### src/dms_pkg.sv
// shared types and constants of the drive mode supervisor
package dms_pkg;

   // drive modes held by the supervisor
   typedef enum logic [1:0] {
      DRIVE_INIT   = 2'd0,
      DRIVE_CRUISE = 2'd1,
      DRIVE_AVOID  = 2'd2,
      DRIVE_SAFE   = 2'd3
   } drive_mode_type;

   // corridor status codes
   localparam logic [1:0] STATUS_FREE    = 2'd0;
   localparam logic [1:0] STATUS_WARNING = 2'd1;
   localparam logic [1:0] STATUS_BLOCKED = 2'd2;
   localparam logic [1:0] STATUS_UNKNOWN = 2'd3;

   // request kinds; the fourth code means nothing and changes nothing
   localparam logic [1:0] KIND_ACTIVATE = 2'd0;
   localparam logic [1:0] KIND_STATUS   = 2'd1;
   localparam logic [1:0] KIND_TICK     = 2'd2;

   // widths
   localparam int TIME_W     = 32;
   localparam int RUN_W      = 8;
   localparam int CSR_IDX_W  = 3;
   localparam int CSR_DATA_W = 32;

   typedef logic [TIME_W-1:0]     time_ms_type;
   typedef logic [RUN_W-1:0]      run_type;
   typedef logic [CSR_IDX_W-1:0]  csr_idx_type;
   typedef logic [CSR_DATA_W-1:0] csr_data_type;

   // configuration register indexes
   localparam csr_idx_type CSR_STALE_TIMEOUT     = 3'd0;
   localparam csr_idx_type CSR_BOOTSTRAP_TIMEOUT = 3'd1;
   localparam csr_idx_type CSR_FREE_DEBOUNCE     = 3'd2;
   localparam csr_idx_type CSR_WARNING_TO_AVOID  = 3'd3;

   // configuration reset values
   localparam time_ms_type STALE_TIMEOUT_RST     = 32'd500;
   localparam time_ms_type BOOTSTRAP_TIMEOUT_RST = 32'd5000;
   localparam run_type     FREE_DEBOUNCE_RST     = 8'd3;
   localparam run_type     FREE_RUN_MAX          = 8'd255;

endpackage

### src/dms_if.sv
// request, response and configuration channel interfaces
interface dms_req_if;
   logic                valid;
   logic                ready;
   logic [1:0]          mode;
   logic [1:0]          status;
   dms_pkg::time_ms_type time_ms;

   modport source (output valid, output mode, output status, output time_ms, input ready);
   modport sink   (input valid, input mode, input status, input time_ms, output ready);
endinterface

interface dms_rsp_if;
   logic       valid;
   logic       ready;
   logic [1:0] drive_mode;
   logic       stale;

   modport source (output valid, output drive_mode, output stale, input ready);
   modport sink   (input valid, input drive_mode, input stale, output ready);
endinterface

interface dms_csr_if;
   logic                  valid;
   logic                  ready;
   dms_pkg::csr_idx_type  index;
   dms_pkg::csr_data_type data;

   modport source (output valid, output index, output data, input ready);
   modport sink   (input valid, input index, input data, output ready);
endinterface

### src/drive_mode_supervisor_core.sv
// drive mode supervisor: input register, mode update logic and response register
// The supervisor takes one request (activate, status report or tick) per clock cycle and
// returns exactly one response per request, when the response side is ready. Each request
// is held in an input register; once the response register can take it, the mode logic
// (two 32-bit age subtractions with compares, a saturating free-run counter and the mode
// transition) updates the state and loads the response register, so the state written by
// one request is seen by the very next one. Either side may stall: the input register and
// the response register keep a full request flowing without loss. Configuration writes on
// the csr channel are always accepted and must only be made while no request is in
// flight; after reset the stale timeout is 500 ms, the bootstrap timeout 5000 ms,
// the free debounce 3 and warning-to-avoidance off. Writes to unused indexes are ignored.
module drive_mode_supervisor_core (
   input logic        clock,
   input logic        reset,
   dms_req_if.sink    req_chan,
   dms_rsp_if.source  rsp_chan,
   dms_csr_if.sink    csr_chan
);
   import dms_pkg::*;

   // configuration registers
   time_ms_type stale_timeout_ff, stale_timeout_in;
   time_ms_type boot_timeout_ff,  boot_timeout_in;
   run_type     free_debounce_ff, free_debounce_in;
   logic        warn_avoid_ff,    warn_avoid_in;

   // input register
   logic        s1_valid_ff, s1_valid_in;
   logic [1:0]  s1_kind_ff,  s1_kind_in;
   logic [1:0]  s1_status_ff, s1_status_in;
   time_ms_type s1_time_ff,  s1_time_in;

   // supervisor state
   drive_mode_type mode_ff, mode_in;
   logic [1:0]     last_status_ff, last_status_in;
   logic           status_seen_ff, status_seen_in;
   time_ms_type    status_time_ff, status_time_in;
   logic           activated_ff,   activated_in;
   time_ms_type    activate_time_ff, activate_time_in;
   run_type        free_run_ff,    free_run_in;

   // response register
   logic       rsp_valid_ff, rsp_valid_in;
   logic [1:0] rsp_mode_ff,  rsp_mode_in;
   logic       rsp_stale_ff, rsp_stale_in;

   logic        advance;
   logic        req_take;
   time_ms_type status_age;
   time_ms_type activate_age;
   logic        stale_hit;
   logic        boot_expired;
   logic        free_ok;
   logic        stale_flag;

   // handshakes
   assign advance        = s1_valid_ff && (!rsp_valid_ff || rsp_chan.ready);
   assign req_chan.ready = !s1_valid_ff || advance;
   assign req_take       = req_chan.valid && req_chan.ready;
   assign csr_chan.ready = 1'b1;

   assign rsp_chan.valid      = rsp_valid_ff;
   assign rsp_chan.drive_mode = rsp_mode_ff;
   assign rsp_chan.stale      = rsp_stale_ff;

   // configuration writes
   always_comb begin
      stale_timeout_in = stale_timeout_ff;
      boot_timeout_in  = boot_timeout_ff;
      free_debounce_in = free_debounce_ff;
      warn_avoid_in    = warn_avoid_ff;
      if (csr_chan.valid) begin
         case (csr_chan.index)
            CSR_STALE_TIMEOUT:     stale_timeout_in = csr_chan.data;
            CSR_BOOTSTRAP_TIMEOUT: boot_timeout_in  = csr_chan.data;
            CSR_FREE_DEBOUNCE:     free_debounce_in = csr_chan.data[RUN_W-1:0];
            CSR_WARNING_TO_AVOID:  warn_avoid_in    = csr_chan.data[0];
            default: ;
         endcase
      end
   end

   // input register loading
   always_comb begin
      s1_valid_in  = s1_valid_ff;
      s1_kind_in   = s1_kind_ff;
      s1_status_in = s1_status_ff;
      s1_time_in   = s1_time_ff;
      if (advance) begin
         s1_valid_in = 1'b0;
      end
      if (req_take) begin
         s1_valid_in  = 1'b1;
         s1_kind_in   = req_chan.mode;
         s1_status_in = req_chan.status;
         s1_time_in   = req_chan.time_ms;
      end
   end

   // timeout checks, ages modulo 2^32
   assign status_age   = s1_time_ff - status_time_ff;
   assign activate_age = s1_time_ff - activate_time_ff;
   assign stale_hit    = status_seen_ff && (status_age > stale_timeout_ff);
   assign boot_expired = activated_ff && (activate_age > boot_timeout_ff);
   assign free_ok      = (last_status_ff == STATUS_FREE) && (free_run_ff >= free_debounce_ff);

   // mode transitions and state update
   always_comb begin
      mode_in          = mode_ff;
      last_status_in   = last_status_ff;
      status_seen_in   = status_seen_ff;
      status_time_in   = status_time_ff;
      activated_in     = activated_ff;
      activate_time_in = activate_time_ff;
      free_run_in      = free_run_ff;
      stale_flag       = 1'b0;
      if (advance) begin
         case (s1_kind_ff)
            KIND_ACTIVATE: begin
               mode_in          = DRIVE_INIT;
               activate_time_in = s1_time_ff;
               activated_in     = 1'b1;
               status_seen_in   = 1'b0;
               last_status_in   = STATUS_UNKNOWN;
               free_run_in      = '0;
            end
            KIND_STATUS: begin
               last_status_in = s1_status_ff;
               status_time_in = s1_time_ff;
               status_seen_in = 1'b1;
               if (s1_status_ff == STATUS_FREE) begin
                  if (free_run_ff != FREE_RUN_MAX) begin
                     free_run_in = free_run_ff + 1'b1;
                  end
               end else begin
                  free_run_in = '0;
               end
            end
            KIND_TICK: begin
               if (stale_hit) begin
                  stale_flag = 1'b1;
                  if (mode_ff != DRIVE_SAFE) begin
                     mode_in = DRIVE_AVOID;
                  end
               end else begin
                  case (mode_ff)
                     DRIVE_INIT: begin
                        if (status_seen_ff) begin
                           if (last_status_ff == STATUS_BLOCKED) begin
                              mode_in = DRIVE_AVOID;
                           end else if (free_ok) begin
                              mode_in = DRIVE_CRUISE;
                           end
                        end else if (boot_expired) begin
                           mode_in = DRIVE_SAFE;
                        end
                     end
                     DRIVE_CRUISE: begin
                        if (last_status_ff == STATUS_BLOCKED ||
                            (last_status_ff == STATUS_WARNING && warn_avoid_ff)) begin
                           mode_in = DRIVE_AVOID;
                        end
                     end
                     DRIVE_AVOID: begin
                        if (free_ok) begin
                           mode_in = DRIVE_CRUISE;
                        end
                     end
                     default: ;
                  endcase
               end
            end
            default: ;
         endcase
      end
   end

   // response register loading
   always_comb begin
      rsp_valid_in = rsp_valid_ff;
      rsp_mode_in  = rsp_mode_ff;
      rsp_stale_in = rsp_stale_ff;
      if (rsp_chan.ready) begin
         rsp_valid_in = 1'b0;
      end
      if (advance) begin
         rsp_valid_in = 1'b1;
         rsp_mode_in  = mode_in;
         rsp_stale_in = stale_flag;
      end
   end

   // control and state registers
   always_ff @(posedge clock) begin
      if (reset) begin
         stale_timeout_ff <= STALE_TIMEOUT_RST;
         boot_timeout_ff  <= BOOTSTRAP_TIMEOUT_RST;
         free_debounce_ff <= FREE_DEBOUNCE_RST;
         warn_avoid_ff    <= 1'b0;
         s1_valid_ff      <= 1'b0;
         rsp_valid_ff     <= 1'b0;
         mode_ff          <= DRIVE_INIT;
         last_status_ff   <= STATUS_UNKNOWN;
         status_seen_ff   <= 1'b0;
         status_time_ff   <= '0;
         activated_ff     <= 1'b0;
         activate_time_ff <= '0;
         free_run_ff      <= '0;
      end else begin
         stale_timeout_ff <= stale_timeout_in;
         boot_timeout_ff  <= boot_timeout_in;
         free_debounce_ff <= free_debounce_in;
         warn_avoid_ff    <= warn_avoid_in;
         s1_valid_ff      <= s1_valid_in;
         rsp_valid_ff     <= rsp_valid_in;
         mode_ff          <= mode_in;
         last_status_ff   <= last_status_in;
         status_seen_ff   <= status_seen_in;
         status_time_ff   <= status_time_in;
         activated_ff     <= activated_in;
         activate_time_ff <= activate_time_in;
         free_run_ff      <= free_run_in;
      end
   end

   // payload registers
   always_ff @(posedge clock) begin
      s1_kind_ff   <= s1_kind_in;
      s1_status_ff <= s1_status_in;
      s1_time_ff   <= s1_time_in;
      rsp_mode_ff  <= rsp_mode_in;
      rsp_stale_ff <= rsp_stale_in;
   end

`ifndef SYNTHESIS
   // no response straight after reset
   assert property (@(posedge clock) reset |=> !rsp_valid_ff)
      else $error("response valid after reset");

   // safe stop is left only by an activate request
   assert property (@(posedge clock) disable iff (reset)
      (mode_ff == DRIVE_SAFE && !(advance && s1_kind_ff == KIND_ACTIVATE))
      |=> mode_ff == DRIVE_SAFE)
      else $error("safe stop left without activate");

   // stale flag only from a tick
   assert property (@(posedge clock) disable iff (reset)
      (advance && s1_kind_ff != KIND_TICK) |=> !rsp_stale_ff)
      else $error("stale flag on a non-tick request");

   // activate clears the status history
   assert property (@(posedge clock) disable iff (reset)
      (advance && s1_kind_ff == KIND_ACTIVATE)
      |=> (free_run_ff == '0 && !status_seen_ff && mode_ff == DRIVE_INIT))
      else $error("activate did not restart the supervisor");

   // a waiting response is not overwritten while stalled
   assert property (@(posedge clock) disable iff (reset)
      (rsp_valid_ff && !rsp_chan.ready) |-> !advance)
      else $error("response overwritten while stalled");
`endif

endmodule

### src/flat_wrapper.sv
// flat-port wrapper written by rule: the top's interface ports become plain ports
module drive_mode_supervisor_core_flat import dms_pkg::*;
  (clock, reset, req_chan_valid, req_chan_mode, req_chan_status, req_chan_time_ms, req_chan_ready, rsp_chan_valid, rsp_chan_drive_mode, rsp_chan_stale, rsp_chan_ready, csr_chan_valid, csr_chan_index, csr_chan_data, csr_chan_ready);
  dms_req_if req_chan_i ();
  dms_rsp_if rsp_chan_i ();
  dms_csr_if csr_chan_i ();
  input logic clock;
  input logic reset;
  input wire logic [$bits(req_chan_i.valid)-1:0] req_chan_valid;
  input wire logic [$bits(req_chan_i.mode)-1:0] req_chan_mode;
  input wire logic [$bits(req_chan_i.status)-1:0] req_chan_status;
  input wire logic [$bits(req_chan_i.time_ms)-1:0] req_chan_time_ms;
  output wire logic [$bits(req_chan_i.ready)-1:0] req_chan_ready;
  output wire logic [$bits(rsp_chan_i.valid)-1:0] rsp_chan_valid;
  output wire logic [$bits(rsp_chan_i.drive_mode)-1:0] rsp_chan_drive_mode;
  output wire logic [$bits(rsp_chan_i.stale)-1:0] rsp_chan_stale;
  input wire logic [$bits(rsp_chan_i.ready)-1:0] rsp_chan_ready;
  input wire logic [$bits(csr_chan_i.valid)-1:0] csr_chan_valid;
  input wire logic [$bits(csr_chan_i.index)-1:0] csr_chan_index;
  input wire logic [$bits(csr_chan_i.data)-1:0] csr_chan_data;
  output wire logic [$bits(csr_chan_i.ready)-1:0] csr_chan_ready;
  assign req_chan_i.valid = req_chan_valid;
  assign req_chan_i.mode = req_chan_mode;
  assign req_chan_i.status = req_chan_status;
  assign req_chan_i.time_ms = req_chan_time_ms;
  assign req_chan_ready = req_chan_i.ready;
  assign rsp_chan_valid = rsp_chan_i.valid;
  assign rsp_chan_drive_mode = rsp_chan_i.drive_mode;
  assign rsp_chan_stale = rsp_chan_i.stale;
  assign rsp_chan_i.ready = rsp_chan_ready;
  assign csr_chan_i.valid = csr_chan_valid;
  assign csr_chan_i.index = csr_chan_index;
  assign csr_chan_i.data = csr_chan_data;
  assign csr_chan_ready = csr_chan_i.ready;
  drive_mode_supervisor_core u_core (.clock(clock), .reset(reset), .req_chan(req_chan_i), .rsp_chan(rsp_chan_i), .csr_chan(csr_chan_i));
endmodule
### config.mk
export PLATFORM = sky130hd
export DESIGN_NAME = drive_mode_supervisor_core_flat
export DESIGN_NICKNAME = d
export VERILOG_FILES = /design/src/dms_pkg.sv /design/src/dms_if.sv /design/src/drive_mode_supervisor_core.sv /design/src/flat_wrapper.sv
export SDC_FILE = /design/constraint.sdc
export NUM_CORES = 1
export LEC_CHECK = 0
export BUFFER_PORTS_ARGS = -buffer_cell sky130_fd_sc_hd__buf_4
export CAP_MARGIN = 20
export CORE_ASPECT_RATIO = 2
export CORE_MARGIN = 3
export CORE_UTILIZATION = 30
export CTS_CLUSTER_DIAMETER = 40
export DETAILED_ROUTE_END_ITERATION = 10
export PLACE_DENSITY = 0.48
export SYNTH_ARGS = -nofsm -noshare
export SYNTH_HDL_FRONTEND = slang
export SYNTH_SLANG_ARGS = --single-unit
export TNS_END_PERCENT = 50
### constraint.sdc
create_clock -name clock -period 4.3 [get_ports clock]
set_input_delay 0.215 -clock clock [delete_from_list [all_inputs] [get_ports clock]]
set_output_delay 0.215 -clock clock [all_outputs]
set_load 0.02 [all_outputs]
==> reports/results.ini, run 1 <==
[status]
status=finished with violations
violations=setup timing

[timing]
final.setup.worst_slack_ps=-47.4
max_slew_margin_pct=36.7
hold_viol=0
finalMaxSlewViolations=0
skew_ps=8.32
layout_min_cycle_time_ps=4350
finalSetupViolations=1
min_period_over_period_pct=101
rsz0062_at_grt=true
tightest_slew_ps=950
fmax_mhz=230

[synth]
avgSynthCellArea_um2=8.01
synth_area_um2=11700
synth_edf_count=39
synthArstFlopShare_pct=0
netlist_instances=1466
synth-seq-cells=192
yosys_warnings=0
synthFlopType=dfxtp_1
synth-seq-area-share_pct=36.1
yosysUniqueCellTypes=65
synth_nets=1679

[global_routing]
antenna_found_initial=1
grtUsageTotal_pct=18.1
grt.overflow.total=0
grt_pass1_wl_um=58300
grt_max_degree=132
grt_pass1_vias=10800

[placed_design]
dp_worst_setup_slack_ps=-449
gp_congestion=0.884
port_buffers=80
dp_hpwl_um=28700

[setup_path]
critical-path-top-delay-family=compound AO/OA/AOI/OAI gates
worst_setup_path_end_kind=register
crit_arrival_ps=4550
path_cells=buf_6 -> ha_1 -> nor2b_2 -> o31a_2 -> o2111ai_2 -> a2111o_1 -> a41o_4 -> buf_4 -> o21ai_4 -> nor4_1 -> a311o_1 -> ha_1 -> a21oi_1 -> o21ai_0 -> o21bai_1 -> a31oi_2 -> nor4b_2 -> a21oi_1
cp.required_ps=4500
critPathSlowestCell=a2111o_1
worst_setup_path_start_kind=register
cp.depth=18
critPathMaxStageDelay_ps=440
cp_max_fo=3
path_class=register to register
r2r_cells=18
critPathBufInv=2

[power_and_ir_drop]
p_sw_share_pct=30.9
p_switching_mw=1.44
p_clk_share_pct=34.9
p_int_mw=3.22
power_density_nw_per_um2=310
power_frac_comb_pct=23.6
p_leak_nw=5.75
power_frac_seq_pct=41.5
peakVddDrop_mv=0.289

[min_path]
hold_depth=3
worstHoldPathType=primary input to register

[detailed_routing]
drtPass1Iterations=4
vias=10700
drt_iter0_markers=418
postRouteAntennaNets=0
wl_per_cell_um=17.2
wirelength_um=38000
via_per_inst=4.85
drc=0

[floorplan]
die_area_um2=41700
dieHeight_um=286
rows=101
start_util_pct=30.7
core_region_area_um2=38300
dieWidth_um=146
io_pins=82

[cts]
clock-sinks=192
cts-root-buf=clkbuf_16
cts_tree=done
cts_buffers=17
clock_path_buffers=2
clkLatencyLatePin_ps=450
htree_levels=4
clkTransAtPathRegs_ps=80

[finish]
area_growth_pct=28.0
final_util_pct=39.2
final_cell_mix=317 x nand2_1, 204 x a21oi_1, 184 x buf_4
drive_above_1_share_pct=16.2
layout_commonest_cell=nand2_1
fin_nets=1889
nFillCells=3937

[run]
maxCapViolCount=0

[registers in the layout, indices dropped and copies added (netlist names), 2 cells and up]
signal,flops
u_core.activate_time_ff,32
u_core.stale_timeout_ff,32
u_core.status_time_ff,32
u_core.s1_status_ff,2
u_core.free_run_ff,8
u_core.boot_timeout_ff,32
u_core.last_status_ff,2
u_core.rsp_chan.drive_mode,2
u_core.s1_kind_ff,2
u_core.s1_time_ff,32
u_core.mode_ff,2
u_core.free_debounce_ff,8
[final timing paths]
check	from	to	slack, ps
setup / recovery	u_core.s1_time_ff[1]	u_core.rsp_chan.drive_mode[1]	-50
hold reg to reg	u_core.free_debounce_ff[2]	u_core.free_debounce_ff[2]	450
hold / removal	csr_chan_data[5]	u_core.stale_timeout_ff[5]	20
setup reg to reg	u_core.s1_time_ff[1]	u_core.rsp_chan.drive_mode[1]	-50
[area by class of cell]
cell class | count | area, um^2 | area share, %
multi-input cells | 1068 | 6970 | 46.4
flip-flops and latches | 192 | 4230 | 28.2
repair buffers | 247 | 2020 | 13.5
well taps | 515 | 644 | 4.29
inverters | 150 | 563 | 3.75
clock buffers | 17 | 425 | 2.83
clock inverters | 15 | 154 | 1.02
diodes | 1 | 2.50 | 0.0167
[through the flow]
step                      cells  hold WS [ps]  power, mW  TNS [ps]  area (um^2)
after floorplan            1466           314       2.57         0        11700
after global placement     2102           393       2.98     -1610        13500
after detailed placement   2102           395       2.99     -1840        13500
after CTS                  2203         0.689       4.73         0        15000
after global routing       2204          17.4       4.90     -1410        15000
final                      2205          23.1       4.65     -47.4        15000
[logic make-up (layout without fill, tap and decap cells)]
logic type	count (synthesis)	in the layout	share of synthesized area, %
other	1	2	0.0320
and+or+nand+nor	483	483	17.9
muxes	1	1	0.0853
xor gates and xnor gates	60	60	4.48
buffers and inverters	206	429	6.81
DFF	192	192	36.1
AOI/OAI and AO/OA	386	386	19.9
adders and majority gates	137	137	14.7
[worst min-delay path, cell delays in order]
cell	delay, ps
buf_4	100
nand2_1	40
o211ai_1	80
[cell usage after synthesis (28+ instances only)]
master / n / area, um^2
nand2_1: 319 / 1200
a21oi_1: 207 / 1040
dfxtp_1: 153 / 3060
inv_1: 150 / 563
ha_1: 135 / 1690
clkbuf_1: 51 / 191
nor2_1: 47 / 176
o21ai_0: 42 / 210
edfxtp_1: 39 / 1170
a21o_1: 32 / 240
xnor2_1: 32 / 280
xor2_1: 28 / 245
[power groups by stage]
stage	combinational [mW]	sequential (mW)	clock (mW)
after floorplan	0.604	1.96	0
after global placement	1.01	1.97	0
after detailed placement	1.02	1.97	0
after CTS	1.11	1.93	1.69
after global routing	1.22	1.94	1.74
final	1.10	1.93	1.62
[layer usage]
layer / global-route usage [%] / routed length (um)
met4: 9.80 / 1930
met3: 2.50 / 861
met2: 36.2 / 21500
met5: 0 / 0
met1: 17.5 / 13700
[repair_timing]
item                       4_1_cts  5_1_grt
hold endpoints to repair        74        0
pin swaps                       23       17
setup buffers                    9        1
hold buffers                    60        0
resized for setup               34       15
setup endpoints to repair        5        5
Note: power is estimated with default switching activity, not from simulation.
==> run 2, diff against run 1 <==
--- a/config.mk
+++ b/config.mk
@@ -9,10 +9,10 @@
 export CAP_MARGIN = 20
 export CORE_ASPECT_RATIO = 2
 export CORE_MARGIN = 3
-export CORE_UTILIZATION = 30
+export CORE_UTILIZATION = 35
 export CTS_CLUSTER_DIAMETER = 40
 export DETAILED_ROUTE_END_ITERATION = 10
-export PLACE_DENSITY = 0.48
+export PLACE_DENSITY = 0.52
 export SYNTH_ARGS = -nofsm -noshare
 export SYNTH_HDL_FRONTEND = slang
 export SYNTH_SLANG_ARGS = --single-unit
==> constraint.sdc (replaced) <==
create_clock -name clock -period 4.75 [get_ports clock]
set_input_delay 0.2375 -clock clock [delete_from_list [all_inputs] [get_ports clock]]
set_output_delay 0.2375 -clock clock [all_outputs]
set_load 0.02 [all_outputs]
==> run 2 against run 1 <==
  * Register-to-register slack gained 310 ps
  * Global-route usage grew 2.0 points
  * Worst setup slack gained 310 ps
  * Sequential share of layout area grew 2.1 points
  * Utilization grew 3.0 points
  * Via count shrank 3.1%
  * Sequential cell count is the same
  * The run now ends clean
  * Clock power shrank 7%
==> reports/results.ini, run 2 (synthesis gave the netlist of run 1 again) <==
[setup_path]
r2r-end=u_core.rsp_chan.drive_mode[1]
path_class=register to register
cp_max_fo=5  ; +2
worst_setup_path_end_kind=register
r2r_cells=16  ; -2
rrSetupSlack_ps=260  ; +310 ps
crit_arrival_ps=4700  ; +150 ps
crit_start=u_core.s1_time_ff[1]
cp.required_ps=4960  ; +460 ps
worst_setup_path_start_kind=register
r2r-start=u_core.s1_time_ff[1]

[cts]
clock_path_buffers=2  ; unchanged
clock-sinks=192  ; unchanged
cts_buffers=17  ; unchanged
htree_levels=4  ; unchanged
cts-root-buf=clkbuf_16
clkTransAtPathRegs_ps=80  ; about the same
clkLatencyLatePin_ps=460  ; about the same
cts_tree=done

[global_routing]
grt_pass1_vias=10200  ; -5.3%
antenna_found_initial=1  ; unchanged
grt_pass1_wl_um=55300  ; -5.0%
grt_max_degree=80  ; -39%
grtUsageTotal_pct=20.1  ; +2.0 points
grt.overflow.total=0  ; unchanged

[finish]
area_growth_pct=19.0
layout_commonest_cell=nand2_1
final_cell_mix=318 x nand2_1, 203 x a21oi_1, 153 x dfxtp_1
antenna_cells=0  ; -1
final_cells=2019  ; -8.4%
drive_above_1_share_pct=11.0  ; -5.3 points
fin_nets=1787  ; -5.4%

[placed_design]
placed_cells=1937  ; -7.8%
dp_hpwl_um=26900  ; -6.1%
port_buffers=80  ; unchanged
gp_congestion=0.898  ; +1.6%
dp_worst_setup_slack_ps=-7.69  ; +441 ps

[min_path]
worstHoldPathType=primary input to register
hold_start=csr_chan_data[1]
hold_end=u_core.free_debounce_ff[1]
hold_depth=3  ; unchanged

[power_and_ir_drop]
power_frac_seq_pct=42.6  ; +1.1 points
p_clk_share_pct=36.5  ; +1.6 points
p_switching_mw=1.24  ; -14%
p_leak_nw=5.29  ; -8.0%
peakVddDrop_mv=0.287  ; -0.80%
p_sw_share_pct=30.1  ; -0.82 points
power_density_nw_per_um2=295  ; -4.9%
power_frac_comb_pct=20.9  ; -2.7 points
p_int_mw=2.88  ; -10%

[floorplan]
core_region_area_um2=33000  ; -14%
dieWidth_um=135  ; -7.1%
dieHeight_um=265  ; -7.3%
die_area_um2=35900  ; -14%
rows=94  ; -6.9%
io_pins=82  ; unchanged
start_util_pct=35.5  ; +4.9 points

[detailed_routing]
drtPass1Iterations=7  ; +3
via_per_inst=5.13  ; +5.8%
postRouteAntennaNets=0  ; unchanged
drt_iter0_markers=495  ; +18%
wl_per_cell_um=17.7  ; +2.8%
vias=10400  ; -3.1%
drc=0  ; unchanged
wirelength_um=35800  ; -5.9%

[timing]
min_period_over_period_pct=94.5  ; -6.6 points
hold_viol=0  ; unchanged
max_slew_margin_pct=35.6  ; -1.0 points
final.setup.worst_slack_ps=262  ; +309 ps
skew_ps=9.50  ; +1.19 ps
layout_min_cycle_time_ps=4490  ; +141 ps
tightest_slew_ps=965  ; +15.2 ps
hold_slack_ps=25.6  ; +2.53 ps
fmax_mhz=223  ; -3.1%
finalSetupViolations=0  ; -1
finalMaxSlewViolations=0  ; unchanged

[status]
status=finished clean

[run]
maxCapViolCount=0  ; unchanged

[run 2: changes by cell type in the layout (fill, tap and decap cells not counted), moves of 3 or more]
cell	previous run	this run
buf_4	184	102
clkinv_2	1	4
dlygate4sd3_1	60	42
ha_1	128	132
ha_2	0	3
ha_4	7	0
[run 2: worst max-delay path: stages (launching register included)]
cell and delay [ps]:
edfxtp_1 490, ha_1 310, nor2b_1 180, o31a_2 200, o2111ai_2 190, a2111o_1 500, a41o_4 330, o21ai_4 210
nand4_1 110, o311ai_0 110, ha_1 320, a21o_1 190, a21o_1 170, a21oi_1 270, a31oi_1 190, nor4b_2 340
a21oi_1 120
[run 2: metal layers]
| metal | routed length (um) | vias to the layer above | GRT usage, % | share of wire [%] |
|---|---|---|---|---|
| met4 | 1700 | 0 | 10.2 | 4.7 |
| met5 | 0 | - | 0 | 0 |
| met2 | 20000 | 198 | 39.3 | 56 |
| met3 | 977 | 73 | 2.64 | 2.7 |
| li1 | - | 5227 | - | - |
| met1 | 13100 | 4862 | 20.3 | 37 |
[run 2: worst max-delay path by stage]
stage	endpoint	slack, ps	cells after the start
2_1_floorplan	u_core.rsp_chan.drive_mode[0]	660	21
3_3_place_gp	u_core.rsp_chan.drive_mode[0]	120	19
3_5_place_dp	u_core.rsp_chan.drive_mode[0]	-8	19
4_1_cts	u_core.rsp_chan.drive_mode[1]	20	22
5_1_grt	u_core.rsp_chan.drive_mode[1]	-30	18
6_report	u_core.rsp_chan.drive_mode[1]	260	16
[run 2: metrics by stage]
step,cell area [um^2],TNS [ps],power [mW],utilization (%)
2_1_floorplan,11700,0,2.32,-
3_3_place_gp,12800,0,2.60,38.6
3_5_place_dp,12800,-7.69,2.61,38.7
4_1_cts,13800,0,4.17,41.8
5_1_grt,14000,-60.5,4.33,42.3
6_report,14000,0,4.12,42.3
[run 2: final cells by class]
type / instances / area, um^2
clock inverters: 12 / 119
fillers: 3377 / 19100
repair buffers: 145 / 1210
multi-input cells: 1068 / 6820
inverters: 150 / 563
flip-flops and latches: 192 / 4230
clock buffers: 20 / 479
well taps: 432 / 541
[run 2: timing repair]
action / CTS / global route
endpoints found under the setup margin: 1 / 5
pin swaps: 0 / 11
resized for setup: 1 / 23
hold endpoints to repair: 44 / 0
hold buffers: 42 / 0
setup buffers: 0 / 8
[run 2: power groups by stage]
| stage | clock [mW] | combinational [mW] | sequential [mW] |
|---|---|---|---|
| 2_1_floorplan | 0 | 0.547 | 1.78 |
| 3_3_place_gp | 0 | 0.805 | 1.79 |
| 3_5_place_dp | 0 | 0.817 | 1.79 |
| 4_1_cts | 1.56 | 0.851 | 1.76 |
| 5_1_grt | 1.61 | 0.959 | 1.76 |
| 6_report | 1.50 | 0.862 | 1.75 |
